## src/hdl/lhad_pkg.sv

```systemverilog
// types, register indexes and helper functions for the lux hysteresis auto-dimmer
// no dependencies; imported by lux_hysteresis_auto_dimmer
package lhad_pkg;

   // field widths
   localparam int LuxW    = 24;
   localparam int PctW    = 7;
   localparam int StreakW = 5;
   localparam int PresetW = 3;
   localparam int CsrIdxW = 3;
   localparam int CsrDatW = 24;

   // configuration register indexes
   localparam logic [CsrIdxW-1:0] CSR_DIM_ENABLE  = 3'd0;
   localparam logic [CsrIdxW-1:0] CSR_NIGHT_ENTER = 3'd1;
   localparam logic [CsrIdxW-1:0] CSR_DAY_EXIT    = 3'd2;
   localparam logic [CsrIdxW-1:0] CSR_NIGHT_DIM   = 3'd3;
   localparam logic [CsrIdxW-1:0] CSR_REQ_SAMPLES = 3'd4;

   // configuration reset values
   localparam logic              RST_DIM_ENABLE  = 1'b1;
   localparam logic [LuxW-1:0]   RST_NIGHT_ENTER = 24'd500;
   localparam logic [LuxW-1:0]   RST_DAY_EXIT    = 24'd1500;
   localparam logic [PctW-1:0]   RST_NIGHT_DIM   = 7'd10;
   localparam logic [StreakW-1:0] RST_REQ_SAMPLES = 5'd3;

   // operation codes
   localparam logic OP_SAMPLE    = 1'b0;
   localparam logic OP_RECOMPUTE = 1'b1;

   // constants
   localparam logic [StreakW-1:0] STREAK_MAX  = 5'd31;
   localparam logic [PctW-1:0]    PCT_MAX     = 7'd100;
   localparam logic [PresetW-1:0] PRESET_HIGH = 3'd4;

   typedef struct packed {
      logic            op;
      logic [LuxW-1:0] lux_centi;
      logic [PctW-1:0] user_pct;
   } req_type;

   typedef struct packed {
      logic [PctW-1:0]    shown_pct;
      logic               night_flag;
      logic               led_update;
      logic [PresetW-1:0] preset_level;
   } rsp_type;

   // preset bucket of a brightness percentage
   function automatic logic [PresetW-1:0] preset_of(input logic [PctW-1:0] pct);
      logic [PresetW-1:0] lvl;
      if (pct == 7'd0) begin
         lvl = 3'd0;
      end else if (pct <= 7'd10) begin
         lvl = 3'd1;
      end else if (pct <= 7'd30) begin
         lvl = 3'd2;
      end else if (pct <= 7'd60) begin
         lvl = 3'd3;
      end else begin
         lvl = PRESET_HIGH;
      end
      return lvl;
   endfunction

   // limit a percentage to 100
   function automatic logic [PctW-1:0] clamp_pct(input logic [PctW-1:0] pct);
      return (pct > PCT_MAX) ? PCT_MAX : pct;
   endfunction

endpackage

```

## src/hdl/lux_hysteresis_auto_dimmer.sv

```systemverilog
// lux hysteresis auto-dimmer: debounced day/night detection and brightness selection
// depends on lhad_pkg
//
// input register, then result register; state is updated in the single pass between them
// throughput: one transaction per cycle while rsp_stall does not hold the result register
// reset: synchronous, active high; clears control state and loads configuration defaults
module lux_hysteresis_auto_dimmer (
   input  logic                                clock,
   input  logic                                reset,
   input  logic                                req_valid,
   output logic                                req_stall,
   input  lhad_pkg::req_type                   req_data,
   output logic                                rsp_valid,
   input  logic                                rsp_stall,
   output lhad_pkg::rsp_type                   rsp_data,
   input  logic                                csr_valid,
   output logic                                csr_ready,
   input  logic [lhad_pkg::CsrIdxW-1:0]        csr_index,
   input  logic [lhad_pkg::CsrDatW-1:0]        csr_wdata
);
   import lhad_pkg::*;

   // configuration registers
   logic               dim_enable_ff;
   logic [LuxW-1:0]    night_enter_ff;
   logic [LuxW-1:0]    day_exit_ff;
   logic [PctW-1:0]    night_dim_ff;
   logic [StreakW-1:0] req_samples_ff;

   // detector state
   logic               night_mode_ff,    night_mode_in;
   logic [StreakW-1:0] dark_streak_ff,   dark_streak_in;
   logic [StreakW-1:0] bright_streak_ff, bright_streak_in;
   logic [PctW-1:0]    applied_pct_ff,   applied_pct_in;
   logic               applied_valid_ff, applied_valid_in;

   // pipeline registers
   logic    in_valid_ff;
   req_type in_data_ff;
   logic    out_valid_ff;
   rsp_type out_data_ff, out_data_in;

   logic out_load;
   logic in_fire;

   // handshake
   assign out_load  = !out_valid_ff || !rsp_stall;
   assign in_fire   = in_valid_ff && out_load;
   assign req_stall = in_valid_ff && !out_load;
   assign csr_ready = 1'b1;
   assign rsp_valid = out_valid_ff;
   assign rsp_data  = out_data_ff;

   // configuration writes
   always_ff @(posedge clock) begin
      if (reset) begin
         dim_enable_ff  <= RST_DIM_ENABLE;
         night_enter_ff <= RST_NIGHT_ENTER;
         day_exit_ff    <= RST_DAY_EXIT;
         night_dim_ff   <= RST_NIGHT_DIM;
         req_samples_ff <= RST_REQ_SAMPLES;
      end else if (csr_valid && csr_ready) begin
         case (csr_index)
            CSR_DIM_ENABLE:  dim_enable_ff  <= csr_wdata[0];
            CSR_NIGHT_ENTER: night_enter_ff <= csr_wdata[LuxW-1:0];
            CSR_DAY_EXIT:    day_exit_ff    <= csr_wdata[LuxW-1:0];
            CSR_NIGHT_DIM:   night_dim_ff   <= csr_wdata[PctW-1:0];
            CSR_REQ_SAMPLES: req_samples_ff <= csr_wdata[StreakW-1:0];
            default: ;
         endcase
      end
   end

   // streaks, mode and brightness for the registered transaction
   always_comb begin
      logic [StreakW-1:0] need;
      logic [PctW-1:0]    cfg;
      logic [PctW-1:0]    target;
      logic               do_recompute;
      logic               pushed;

      night_mode_in    = night_mode_ff;
      dark_streak_in   = dark_streak_ff;
      bright_streak_in = bright_streak_ff;
      applied_pct_in   = applied_pct_ff;
      applied_valid_in = applied_valid_ff;
      cfg    = in_data_ff.user_pct;
      need   = (req_samples_ff == '0) ? 5'd1 : req_samples_ff;
      pushed = 1'b0;

      // debounced day/night detection
      if (in_data_ff.op == OP_SAMPLE && dim_enable_ff) begin
         if (in_data_ff.lux_centi < night_enter_ff) begin
            if (dark_streak_ff < STREAK_MAX) begin
               dark_streak_in = dark_streak_ff + 5'd1;
            end
            bright_streak_in = '0;
            if (dark_streak_in >= need) begin
               night_mode_in = 1'b1;
            end
         end else if (in_data_ff.lux_centi > day_exit_ff) begin
            if (bright_streak_ff < STREAK_MAX) begin
               bright_streak_in = bright_streak_ff + 5'd1;
            end
            dark_streak_in = '0;
            if (bright_streak_in >= need) begin
               night_mode_in = 1'b0;
            end
         end else begin
            dark_streak_in   = '0;
            bright_streak_in = '0;
         end
      end

      do_recompute = (in_data_ff.op == OP_RECOMPUTE) ||
                     (dim_enable_ff && (night_mode_in != night_mode_ff));

      // target brightness under the new mode
      if (!dim_enable_ff || !night_mode_in) begin
         target = cfg;
      end else if (cfg == '0 || preset_of(cfg) < PRESET_HIGH) begin
         target = '0;
      end else begin
         target = night_dim_ff;
      end
      target = clamp_pct(target);

      // push only a changed brightness
      if (do_recompute && !(applied_valid_ff && target == applied_pct_ff)) begin
         applied_pct_in   = target;
         applied_valid_in = 1'b1;
         pushed           = 1'b1;
      end

      out_data_in.shown_pct    = applied_valid_in ? applied_pct_in : clamp_pct(cfg);
      out_data_in.night_flag   = night_mode_in;
      out_data_in.led_update   = pushed;
      out_data_in.preset_level = preset_of(cfg);
   end

   // control and state registers
   always_ff @(posedge clock) begin
      if (reset) begin
         in_valid_ff      <= 1'b0;
         out_valid_ff     <= 1'b0;
         night_mode_ff    <= 1'b0;
         dark_streak_ff   <= '0;
         bright_streak_ff <= '0;
         applied_pct_ff   <= '0;
         applied_valid_ff <= 1'b0;
      end else begin
         if (!req_stall) begin
            in_valid_ff <= req_valid;
         end
         if (out_load) begin
            out_valid_ff <= in_valid_ff;
         end
         if (in_fire) begin
            night_mode_ff    <= night_mode_in;
            dark_streak_ff   <= dark_streak_in;
            bright_streak_ff <= bright_streak_in;
            applied_pct_ff   <= applied_pct_in;
            applied_valid_ff <= applied_valid_in;
         end
      end
   end

   // payload registers
   always_ff @(posedge clock) begin
      if (!req_stall && req_valid) begin
         in_data_ff <= req_data;
      end
      if (in_fire) begin
         out_data_ff <= out_data_in;
      end
   end

endmodule
```

## config.mk

```make
export PLATFORM = sky130hd
export DESIGN_NAME = lux_hysteresis_auto_dimmer
export DESIGN_NICKNAME = d
export VERILOG_FILES = /design/src/hdl/lhad_pkg.sv /design/src/hdl/lux_hysteresis_auto_dimmer.sv
export SDC_FILE = /design/constraint.sdc
export NUM_CORES = 1
export LEC_CHECK = 0
export ABC_CLOCK_PERIOD_IN_PS = 10050
export BUFFER_PORTS_ARGS = -buffer_cell sky130_fd_sc_hd__buf_2
export CAP_MARGIN = 15
export CORE_UTILIZATION = 60
export CTS_BUF_LIST = sky130_fd_sc_hd__clkbuf_8
export DETAILED_ROUTE_END_ITERATION = 16
export HOLD_SLACK_MARGIN = 0.06
export PLACE_DENSITY_LB_ADDON = 0.25
export SLEW_MARGIN = 20
export SYNTH_ARGS = -nofsm -noshare
export SYNTH_HDL_FRONTEND = slang
export SYNTH_SLANG_ARGS = --single-unit
```

## constraint.sdc

```tcl
create_clock -name clock -period 10.05 [get_ports clock]
set_clock_uncertainty 0.2 [all_clocks]
set_input_delay 1.5075 -clock clock [delete_from_list [all_inputs] [get_ports clock]]
set_output_delay 1.5075 -clock clock [all_outputs]
set_load 0.01 [all_outputs]
```

==> results of run 1 <==
sequential cells by signal, summed over array words and instances, names as in the netlist:
| register | count |
|---|---|
| day_exit_ff | 24 |
| req_samples_ff | 5 |
| rsp_data | 12 |
| rsp_valid | 1 |
| dim_enable_ff | 1 |
| night_dim_ff | 7 |
| night_enter_ff | 24 |
| night_mode_ff | 1 |
| dark_streak_ff | 5 |
| bright_streak_ff | 5 |
| applied_valid_ff | 1 |
| in_data_ff | 32 |
| in_valid_ff | 1 |
| applied_pct_ff | 7 |
cells by family (layout without fill, tap and decap cells):
logic type	count (synthesis)	after routing	synth area share, %
other	1	1	0.0558
AO/OA/AOI/OAI	163	163	15.8
buffers and inverters	93	179	5.40
XOR/XNOR	3	3	0.391
multiplexers	22	22	3.43
AND/OR/NAND/NOR	295	295	19.8
adder cells (fa/ha/maj)	59	59	11.0
flip-flops	126	126	44.1
through the flow:
stage               total power, mW  instance area, um^2  instances
floorplan                     0.646                 6720        762
global placement              0.684                 7200        955
detailed placement            0.690                 7200        955
CTS                            1.13                 7600        987
global route                   1.17                 7610        988
finish                         1.12                 7610        988
routing by layer:
| metal | vias to the layer above | global-route usage, % |
|---|---|---|
| li1 | 2808 | - |
| met1 | 2674 | 32.3 |
| met2 | 129 | 50.3 |
| met3 | 33 | 7.63 |
| met4 | 2 | 12.0 |
| met5 | - | 0 |
final cells by class:
| type | count | area share (%) |
|---|---|---|
| Tap cell | 140 | 2.30 |
| Multi-Input combinational cell | 543 | 44.7 |
| Sequential cell | 126 | 38.9 |
| Inverter | 66 | 3.25 |
| Clock inverter | 14 | 2.02 |
| Clock buffer | 18 | 3.25 |
| Timing Repair Buffer | 81 | 5.55 |
worst max-delay path: cells and delay by family, from the launching register on:
kind | cells | cell delay, ns
and+or+nand+nor | 2 | 0.22
adders and majority gates | 1 | 0.28
buffers and inverters | 1 | 0.07
muxes | 1 | 0.38
AOI/OAI and AO/OA | 9 | 2.54
DFF | 1 | 0.42
how the worst max path moves through the flow:
stage,endpoint,startpoint
3_5_place_dp,applied_pct_ff[4],bright_streak_ff[4]
4_1_cts,applied_pct_ff[4],bright_streak_ff[4]
6_report,applied_pct_ff[2],bright_streak_ff[2]
2_1_floorplan,in_data_ff[0],rsp_stall
5_1_grt,rsp_data[8],bright_streak_ff[4]
3_3_place_gp,applied_pct_ff[0],bright_streak_ff[4]
synthesized netlist by cell type, types with 3 or more instances:
cell type,instances,area (um^2)
a211o_1,3,26.3
a211oi_1,4,30.0
a21o_1,3,22.5
a21oi_1,80,400
a22oi_1,4,30.0
a41o_1,4,40.0
and3_1,7,43.8
clkbuf_1,22,82.6
dfxtp_1,82,1640
edfxtp_1,44,1320
ha_1,59,738
inv_1,64,240
mux2_2,8,90.1
mux2i_1,14,140
nand2_1,145,544
nand2b_1,5,31.3
nand3_1,29,145
nand3b_1,7,52.6
nand4_1,8,50.1
nor2_1,54,203
nor2b_1,10,62.6
nor3_1,10,50.1
nor3b_1,4,30.0
o211ai_1,14,105
o21a_1,3,22.5
o21ai_0,19,95.1
o21bai_1,3,22.5
or2_2,3,18.8
report_power, final:
group | leakage (nW) | switching [mW] | total, mW | internal (mW)
Sequential | 1.09 | 0.0137 | 0.562 | 0.548
Combinational | 1.85 | 0.0702 | 0.118 | 0.0479
Clock | 0.209 | 0.197 | 0.445 | 0.248
==> flow_metrics.env, run 1 <==
export IMPL_whs_endpoint="day_exit_ff[18]"
export IMPL_antenna_found_initial=1
export IMPL_holdBufCountCts=0
export IMPL_cts_root_buffer="clkbuf_8"
export IMPL_syn_area_um2=6720
export IMPL_clockBufferDepth=2
export IMPL_critPathKind="reg2reg"
export IMPL_max_stage_delay_ns=0.60
export IMPL_n_antenna_cell=0
export IMPL_rr_worst_depth=14
export IMPL_final_seq_area_um2=2960
export IMPL_port_buffers=77
export IMPL_p_per_area_nw_per_um2=148
export IMPL_cts_sink_count=126
export IMPL_cap_viol_max_count=0
export IMPL_num_rows=38
export IMPL_dp_hpwl_mm=11.3
export IMPL_hp_start="day_exit_ff[18]"
export IMPL_required_ns=10.18
export IMPL_pre_cts_ws_ns=5.96
export IMPL_synthArstFlopShare_pct=0
export IMPL_grt_pass1_vias=5551
export IMPL_min_period_ns=4.20
export IMPL_area_growth_pct=13.3
export IMPL_dieArea_um2=11600
export IMPL_worstReg2RegEnd="applied_pct_ff[2]"
export IMPL_track_usage_pct=28.5
export IMPL_syn_nets=885
export IMPL_synth_edf_count=44
export IMPL_nFillCells=884
export IMPL_ys_seq_area_share_pct=44.1
export IMPL_fmax_mhz=238
export IMPL_drc=0
export IMPL_path_cells="nand2_1 > o21ai_0 > inv_1 > ha_1 > nand2b_1 > a21o_1 > a211oi_1 > o21bai_1 > a41oi_1 > o21ai_0 > a211oi_1 > a41oi_4 > a31oi_4 > mux2_2"
export IMPL_hold_slack_ns=0.258
export IMPL_drt_iter0_markers=252
export IMPL_fp_dieH_um=108
export IMPL_synthCells=762
export IMPL_post_route_util_pct=69.9
export IMPL_worstPathArrival_ns=4.34
export IMPL_htreeDepth=4
export IMPL_place_congestion=0.927
export IMPL_totalWireLength_mm=15.5
export IMPL_start_util_pct=61.7
export IMPL_die_w_um=108
export IMPL_syn_mean_instance_area_um2=8.82
export IMPL_clock_latency_ns=0.46
export IMPL_wl_met1_mm=6.59
export IMPL_overflow=0
export IMPL_period_share_pct=41.8
export IMPL_final_cell_mix="nand2_1, dfxtp_1, a21oi_1, buf_2, inv_1"
export IMPL_post_cts_buffers=0
export IMPL_grt_first_pass_wirelength_mm=25.4
export IMPL_worstSetupStartpointType="register"
export IMPL_synth_cell_types=65
export IMPL_mostFrequentLayoutCell="nand2_1"
export IMPL_top_layer="met5"
export IMPL_slew_viol_final=0
export IMPL_holdPathStages=2
export IMPL_multi_input_area_um2=3400
export IMPL_fin_setup_tns_ns=0
export IMPL_io_pins=79
export IMPL_finalHoldViolCount=0
export IMPL_cts_buffers=17
export IMPL_cts_tree="done"
export IMPL_drive_gt1_share_pct=15.3
export IMPL_cp_end_kind="register"
export IMPL_cp_max_fo=7
export IMPL_peakVddDrop_mv=0.151
export IMPL_setup_violations=0
export IMPL_rsz0062_at_grt="false"
export IMPL_worstMarginPinSlew_ns=1.06
export IMPL_grt_max_degree=81
export IMPL_core_um2=10900
export IMPL_cts_resized=0
export IMPL_ant_nets=0
export IMPL_wl_met3_um=753
export IMPL_ys_ff_latch=126
export IMPL_routed_via_count=5646
export IMPL_via_per_inst=5.71
export IMPL_p_leak_nw=3.15
export IMPL_worst_slack_ns=5.85
export IMPL_cp_slowest_cell="a41oi_1"
export IMPL_met2_length_mm=7.75
export IMPL_synth_warnings=0
export IMPL_rrSetupSlack_ns=5.85
export IMPL_synth_ff_type="dfxtp_1"
export IMPL_timing_rr_start="bright_streak_ff[2]"
export IMPL_routedWlPerCell_um=15.6
export IMPL_num_nets_final=958
export IMPL_hp_class="reg2reg"
export IMPL_maxSlewHeadroom_pct=29.3
export IMPL_status="completed"
export IMPL_drt_pass1_iter_count=5
export IMPL_path_clk_slew_ns=0.07
(Power assumes the default switching activity.)
==> run 2: changes to the inputs <==
--- a/config.mk
+++ b/config.mk
@@ -5,7 +5,8 @@
 export SDC_FILE = /design/constraint.sdc
 export NUM_CORES = 1
 export LEC_CHECK = 0
-export ABC_CLOCK_PERIOD_IN_PS = 10050
+export ABC_AREA = 1
+export ABC_CLOCK_PERIOD_IN_PS = 4000
 export BUFFER_PORTS_ARGS = -buffer_cell sky130_fd_sc_hd__buf_2
 export CAP_MARGIN = 15
 export CORE_UTILIZATION = 60
==> constraint.sdc (replaced) <==
create_clock -name clock -period 4 [get_ports clock]
set_clock_uncertainty 0.2 [all_clocks]
set_input_delay 0.6 -clock clock [delete_from_list [all_inputs] [get_ports clock]]
set_output_delay 0.6 -clock clock [all_outputs]
set_load 0.01 [all_outputs]
==> run 2 against run 1 <==
Compared with the run above:
- area after synthesis down 1.2%
- first-iteration DRC count up 62%
- register-to-register slack worse by 5.8 ns
- critical path depth rose by 17
- hold slack lost 0.15 ns
- final area up 6.8%
- total power rose to 3.0 times the previous value
- via count increased by 4.1%
- synthesized cell count increased by 7.7%
==> flow_metrics.env, run 2 <==
export IMPL_ys_ff_latch=126
export IMPL_crit_path_end="rsp_data[8]"
export IMPL_drt_iter0_markers=407
export IMPL_synth_edf_count=44
export IMPL_yosys_area_share_adder_pct=11.1
export IMPL_worstSetupStartpointType="register"
export IMPL_peakVddDrop_mv=0.353
export IMPL_port_buffers=77
export IMPL_worstPathArrival_ns=4.02
export IMPL_timing_rr_start="bright_streak_ff[0]"
export IMPL_rrSetupSlack_ns=0.00006
export IMPL_ant_nets=0
export IMPL_critPathKind="reg2reg"
export IMPL_synth_top_family_by_area="simple AND/OR/NAND/NOR gates"
export IMPL_syn_area_um2=6640
export IMPL_max_stage_delay_ns=0.38
export IMPL_synth_cell_types=40
export IMPL_io_pins=79
export IMPL_dieArea_um2=11500
export IMPL_grt_first_pass_wirelength_mm=25.3
export IMPL_antenna_found_initial=1
export IMPL_reg_top3="in_data_ff x32, day_exit_ff x24, night_enter_ff x24"
export IMPL_core_um2=10800
export IMPL_clock_latency_ns=0.46
export IMPL_drive_gt1_share_pct=24.6
export IMPL_htreeDepth=4
export IMPL_worstReg2RegEnd="rsp_data[8]"
export IMPL_mostFrequentLayoutCell="nand2_1"
export IMPL_syn_nets=944
export IMPL_cts_sink_count=126
export IMPL_slew_viol_final=0
export IMPL_p_per_area_nw_per_um2=410
export IMPL_cts_tree="done"
export IMPL_track_usage_pct=28.5
export IMPL_crit_top_cell="nand2_2"
export IMPL_grt_pass1_vias=5800
export IMPL_num_rows=38
export IMPL_synthCells=821
export IMPL_cap_viol_max_count=0
export IMPL_area_growth_pct=22.5
export IMPL_hold_slack_ns=0.109
export IMPL_cp_end_kind="register"
export IMPL_regMostFlops="in_data_ff"
export IMPL_nFillCells=747
export IMPL_rsz0062_at_grt="true"
export IMPL_synthArstFlopShare_pct=0
export IMPL_multi_input_area_um2=3420
export IMPL_largest_register_ffs=32
export IMPL_drc=0
export IMPL_syn_mean_instance_area_um2=8.08
export IMPL_fin_setup_tns_ns=0
export IMPL_start_util_pct=61.5
export IMPL_worstMarginPinSlew_ns=0.973
export IMPL_maxSlewHeadroom_pct=35.0
export IMPL_rr_worst_depth=31
export IMPL_dp_hpwl_mm=11.0
export IMPL_path_delay_family="simple AND/OR/NAND/NOR gates"
export IMPL_grt_max_degree=36
export IMPL_clockBufferDepth=2
export IMPL_fp_dieH_um=107
export IMPL_synth_warnings=0
export IMPL_synth_ff_type="dfxtp_1"
export IMPL_num_nets_final=1042
export IMPL_yosys_top_cells_area="dfxtp_1, edfxtp_1, ha_1"
export IMPL_drt_pass1_iter_count=7
export IMPL_met2_usage_pct=50.6
export IMPL_overflow=0
export IMPL_total_power_mw=3.33
export IMPL_grtUsageMet3_pct=6.57
export IMPL_cts_root_buffer="clkbuf_8"
export IMPL_final_cell_mix="nand2_1, inv_1, a21oi_1, buf_2, dfxtp_1"
export IMPL_path_clk_slew_ns=0.07
export IMPL_grt_busiest_layer="met2"
export IMPL_synthMuxAreaShare_pct=0.151
export IMPL_global_route_usage_met1_pct=31.7
export IMPL_synth_compound_area_share_pct=13.6
export IMPL_synth_most_common_cell="nand2_1"
export IMPL_finalHoldViolCount=0
export IMPL_cp_max_fo=8
export IMPL_crit_cells=31
export IMPL_die_w_um=107
export IMPL_yosysTopAreaCell="dfxtp_1"
export IMPL_routedWlPerCell_um=15.4
export IMPL_cp_slowest_cell="dfxtp_4"
export IMPL_path_buf_inv=2
export IMPL_yosysTopAreaCellShare_pct=24.7
export IMPL_place_inst=1023
export IMPL_cts_buffers=17
export IMPL_hp_class="in2reg"
export IMPL_fmax_mhz=250
export IMPL_setup_violations=0
export IMPL_via_per_inst=5.48
export IMPL_ys_seq_area_share_pct=44.7
export IMPL_min_period_ns=4.00
export IMPL_yosys_area_share_simple_pct=21.0
export IMPL_fin_cells=1073
export IMPL_post_route_util_pct=75.3
export IMPL_totalWireLength_mm=16.5
export IMPL_netlist_top_cells_count="nand2_1, inv_1, a21oi_1"
export IMPL_place_congestion=0.900
export IMPL_crit_start="bright_streak_ff[0]"
export IMPL_yosys_area_share_xor_xnor_pct=0.396
export IMPL_p_leak_nw=3.79
export IMPL_final_seq_area_um2=2980
export IMPL_required_ns=4.02
export IMPL_status="completed"
export IMPL_routed_via_count=5878
export IMPL_period_share_pct=100
-- run 2: how the worst min path moves through the flow --
stage               startpoint              end  cells after the start
5_1_grt            req_data[6]    in_data_ff[6]                      1
2_1_floorplan  night_dim_ff[1]  night_dim_ff[1]                      2
4_1_cts           req_data[20]   in_data_ff[20]                      1
3_3_place_gp   night_dim_ff[3]  night_dim_ff[3]                      2
6_report          req_data[25]   in_data_ff[25]                      1
3_5_place_dp   night_dim_ff[5]  night_dim_ff[5]                      2
-- run 2: kinds of logic (layout without fill, tap and decap cells) --
family	after synthesis	count (layout)
XOR/XNOR	3	3
AND/OR/NAND/NOR	311	314
other	1	2
flip-flops	126	126
buffers and inverters	153	261
multiplexers	1	1
adder cells (fa/ha/maj)	59	59
AO/OA/AOI/OAI	167	167
-- run 2: through the flow --
| step | setup slack, ns | instance area [um^2] |
|---|---|---|
| floorplan | 0.455 | 6640 |
| global placement | 0.134 | 7140 |
| detailed placement | -0.168 | 7140 |
| CTS | 0.0107 | 7690 |
| global route | -0.269 | 8130 |
| finish | 0.0000568 | 8130 |
-- run 2: worst register-to-register path: cells and delay by family (launching register included) --
kind / cells / cell delay, ns
simple gates: 25 / 2.31
fa+ha+maj: 2 / 0.49
flops: 1 / 0.38
compound gates: 2 / 0.23
buf+inv: 2 / 0.13
-- run 2: cell type report --
type	instances	share of cell area (%)
multi-input cells	545	42.1
flip-flops and latches	126	36.7
repair buffers	97	6.59
inverters	132	6.09
clock buffers	19	3.22
clock inverters	13	3.17
well taps	140	2.15
diodes	1	0.0308
-- run 2: power by group --
group / internal (mW) / leakage, nW / switching [mW]
sequential: 1.39 / 1.10 / 0.0350
combinational: 0.175 / 2.43 / 0.297
clock: 0.906 / 0.263 / 0.528
total: 2.47 / 3.79 / 0.860
-- run 2: what timing repair did --
item                                    4_1_cts  5_1_grt
endpoints found under the setup margin        7       14
pin swaps                                     0       36
hold buffers                                  0        0
resized for setup                             5       82
gates cloned                                  0        3
buffers inserted                              0       14
-- run 2: metal layers --
metal	up-vias	wire, um
met5	-	0
met4	0	571
met3	49	826
met2	204	8470
met1	2717	6620
li1	2908	-
==> run 3: changes to the inputs <==
--- a/config.mk
+++ b/config.mk
@@ -7,7 +7,7 @@
 export LEC_CHECK = 0
 export ABC_AREA = 1
 export ABC_CLOCK_PERIOD_IN_PS = 4000
-export BUFFER_PORTS_ARGS = -buffer_cell sky130_fd_sc_hd__buf_2
+export BUFFER_PORTS_ARGS = -buffer_cell sky130_fd_sc_hd__buf_4
 export CAP_MARGIN = 15
 export CORE_UTILIZATION = 60
 export CTS_BUF_LIST = sky130_fd_sc_hd__clkbuf_8
==> run 3 against run 2 <==
Compared with the run above:
- sequential share of layout area fell by 0.090 points
- largest cell class unchanged
- die area unchanged
- the flow now finishes with violations (design-rule violations)
- clock-buffer cell count is 1 lower
- critical path type unchanged
- critical endpoint is now rsp_data[10]
==> flow_metrics.env, run 3 (same netlist as run 2, synthesis figures left out) <==
export IMPL_cp_max_fo=8
export IMPL_n_antenna_cell=0
export IMPL_drt_iter0_markers=385
export IMPL_swShare_pct=28.5
export IMPL_overflow=0
export IMPL_finalHoldViolCount=0
export IMPL_io_pins=79
export IMPL_p_leak_nw=3.78
export IMPL_crit_top_cell="nand2_4"
export IMPL_required_ns=4.00
export IMPL_worstSetupStartpointType="register"
export IMPL_cts_sink_count=126
export IMPL_p_clk_share_pct=34.1
export IMPL_drc=1
export IMPL_clockBufferDepth=2
export IMPL_max_stage_delay_ns=0.37
export IMPL_power_internal_mw=2.09
export IMPL_post_route_util_pct=75.4
export IMPL_total_power_mw=2.92
export IMPL_mostFrequentLayoutCell="nand2_1"
export IMPL_via_per_inst=5.49
export IMPL_drive_gt1_share_pct=23.7
export IMPL_reg_top3="in_data_ff x32, day_exit_ff x24, night_enter_ff x24"
export IMPL_grt_first_pass_wirelength_mm=24.3
export IMPL_worstMarginPinSlew_ns=1.01
export IMPL_grt_max_degree=61
export IMPL_path_clk_slew_ns=0.08
export IMPL_min_period_ns=3.84
export IMPL_area_growth_pct=22.6
export IMPL_fmax_mhz=260
export IMPL_antenna_found_initial=0
export IMPL_routed_via_count=5877
export IMPL_sequentialPowerShare_pct=48.9
export IMPL_place_congestion=0.880
export IMPL_cap_viol_max_count=0
export IMPL_drt_pass1_iter_count=11
export IMPL_p_per_area_nw_per_um2=358
export IMPL_cts_root_buffer="clkbuf_8"
export IMPL_hp_class="in2reg"
export IMPL_totalWireLength_mm=15.5
export IMPL_dieArea_um2=11500
export IMPL_cts_buffers=17
export IMPL_htreeDepth=4
export IMPL_track_usage_pct=27.2
export IMPL_period_share_pct=96.1
export IMPL_num_rows=38
export IMPL_cp_slowest_cell="dfxtp_2"
export IMPL_port_buffers=77
export IMPL_regMostFlops="in_data_ff"
export IMPL_routedWlPerCell_um=14.5
export IMPL_cts_tree="done"
export IMPL_nFillCells=734
export IMPL_path_delay_family="simple AND/OR/NAND/NOR gates"
export IMPL_worstPathArrival_ns=3.85
export IMPL_die_w_um=107
export IMPL_switching_power_mw=0.830
export IMPL_grt_pass1_vias=5608
export IMPL_slew_viol_final=0
export IMPL_peakVddDrop_mv=0.368
export IMPL_violations="design-rule violations"
export IMPL_combPwrFrac_pct=17.0
export IMPL_cp_end_kind="register"
export IMPL_core_um2=10800
export IMPL_clock_latency_ns=0.45
export IMPL_maxSlewHeadroom_pct=32.6
export IMPL_ant_nets=0
export IMPL_final_cell_mix="nand2_1, inv_1, buf_4, a21oi_1, dfxtp_1"
export IMPL_fp_dieH_um=107
export IMPL_rsz0062_at_grt="true"
export IMPL_largest_register_ffs=32
export IMPL_setup_violations=0
export IMPL_dp_hpwl_mm=10.7
export IMPL_path_buf_inv=2
export IMPL_critPathKind="reg2reg"
export IMPL_start_util_pct=61.5
export IMPL_status="complete, but fails checks"
export IMPL_num_nets_final=1041
[run 3: cell count changes in the layout (fill, tap and decap cells not counted), sizes merged]
| cell | change |
|---|---|
| clkinv | +2 |
| buf | -1 |
| diode | -1 |
| clkbuf | -1 |
| bufinv | -6 |
| clkinvlp | +1 |
| inv | +4 |
[run 3: worst paths after layout]
kind | slack (ns) | depth (start not counted) | from | to
worst max-delay path | 0.16 | 28 | bright_streak_ff[2] | rsp_data[10]
worst min-delay path | 0.12 | 1 | req_data[25] | in_data_ff[25]
worst max register to register | 0.16 | 28 | bright_streak_ff[2] | rsp_data[10]
worst min register to register | 0.26 | 2 | night_dim_ff[5] | night_dim_ff[5]
[run 3: final cells by class]
| type | count | area [um^2] | share of cell area [%] |
|---|---|---|---|
| timing repair buffer | 96 | 724 | 8.90 |
| clock buffer | 18 | 248 | 3.04 |
| tap | 140 | 175 | 2.15 |
| clock inverter | 14 | 104 | 1.28 |
| multi-input combinational | 545 | 3410 | 41.9 |
| inverter | 132 | 500 | 6.15 |
| sequential | 126 | 2980 | 36.6 |
[run 3: per-layer routing]
| metal | up-vias | part of all wire (%) | global-route usage [%] | wire, um |
|---|---|---|---|---|
| li1 | 2898 | - | - | - |
| met1 | 2686 | 40 | 31.9 | 6150 |
| met2 | 243 | 50 | 45.8 | 7720 |
| met3 | 50 | 7.0 | 7.42 | 1090 |
| met4 | 0 | 3.6 | 13.6 | 557 |
| met5 | - | 0 | 0 | 0 |
[run 3: through the flow]
stage               TNS, ns  cells  setup slack, ns  cell area [um^2]  hold slack, ns
floorplan                 0    821            0.455              6640           0.229
global placement          0   1023            0.137              7330           0.244
detailed placement   -0.975   1023           -0.175              7330           0.255
CTS                       0   1056        0.0000626              7720          0.0922
global route         -0.856   1071           -0.129              8140          0.0763
finish                    0   1071            0.155              8140           0.118
[run 3: timing repair]
item                       in CTS  in global routing
hold buffers                    0                  0
setup endpoints to repair       7                 14
cloned                          0                  3
resized for setup               5                 81
pin swaps                       0                 34
buffers inserted                1                 12
[run 3: power by group through the flow]
stage          Clock, mW  Sequential [mW]  Combinational (mW)
2_1_floorplan          0             1.45               0.284
3_3_place_gp           0             1.45               0.402
3_5_place_dp           0             1.45               0.423
4_1_cts             1.01             1.42               0.429
5_1_grt             1.07             1.43               0.555
6_report           0.995             1.42               0.496
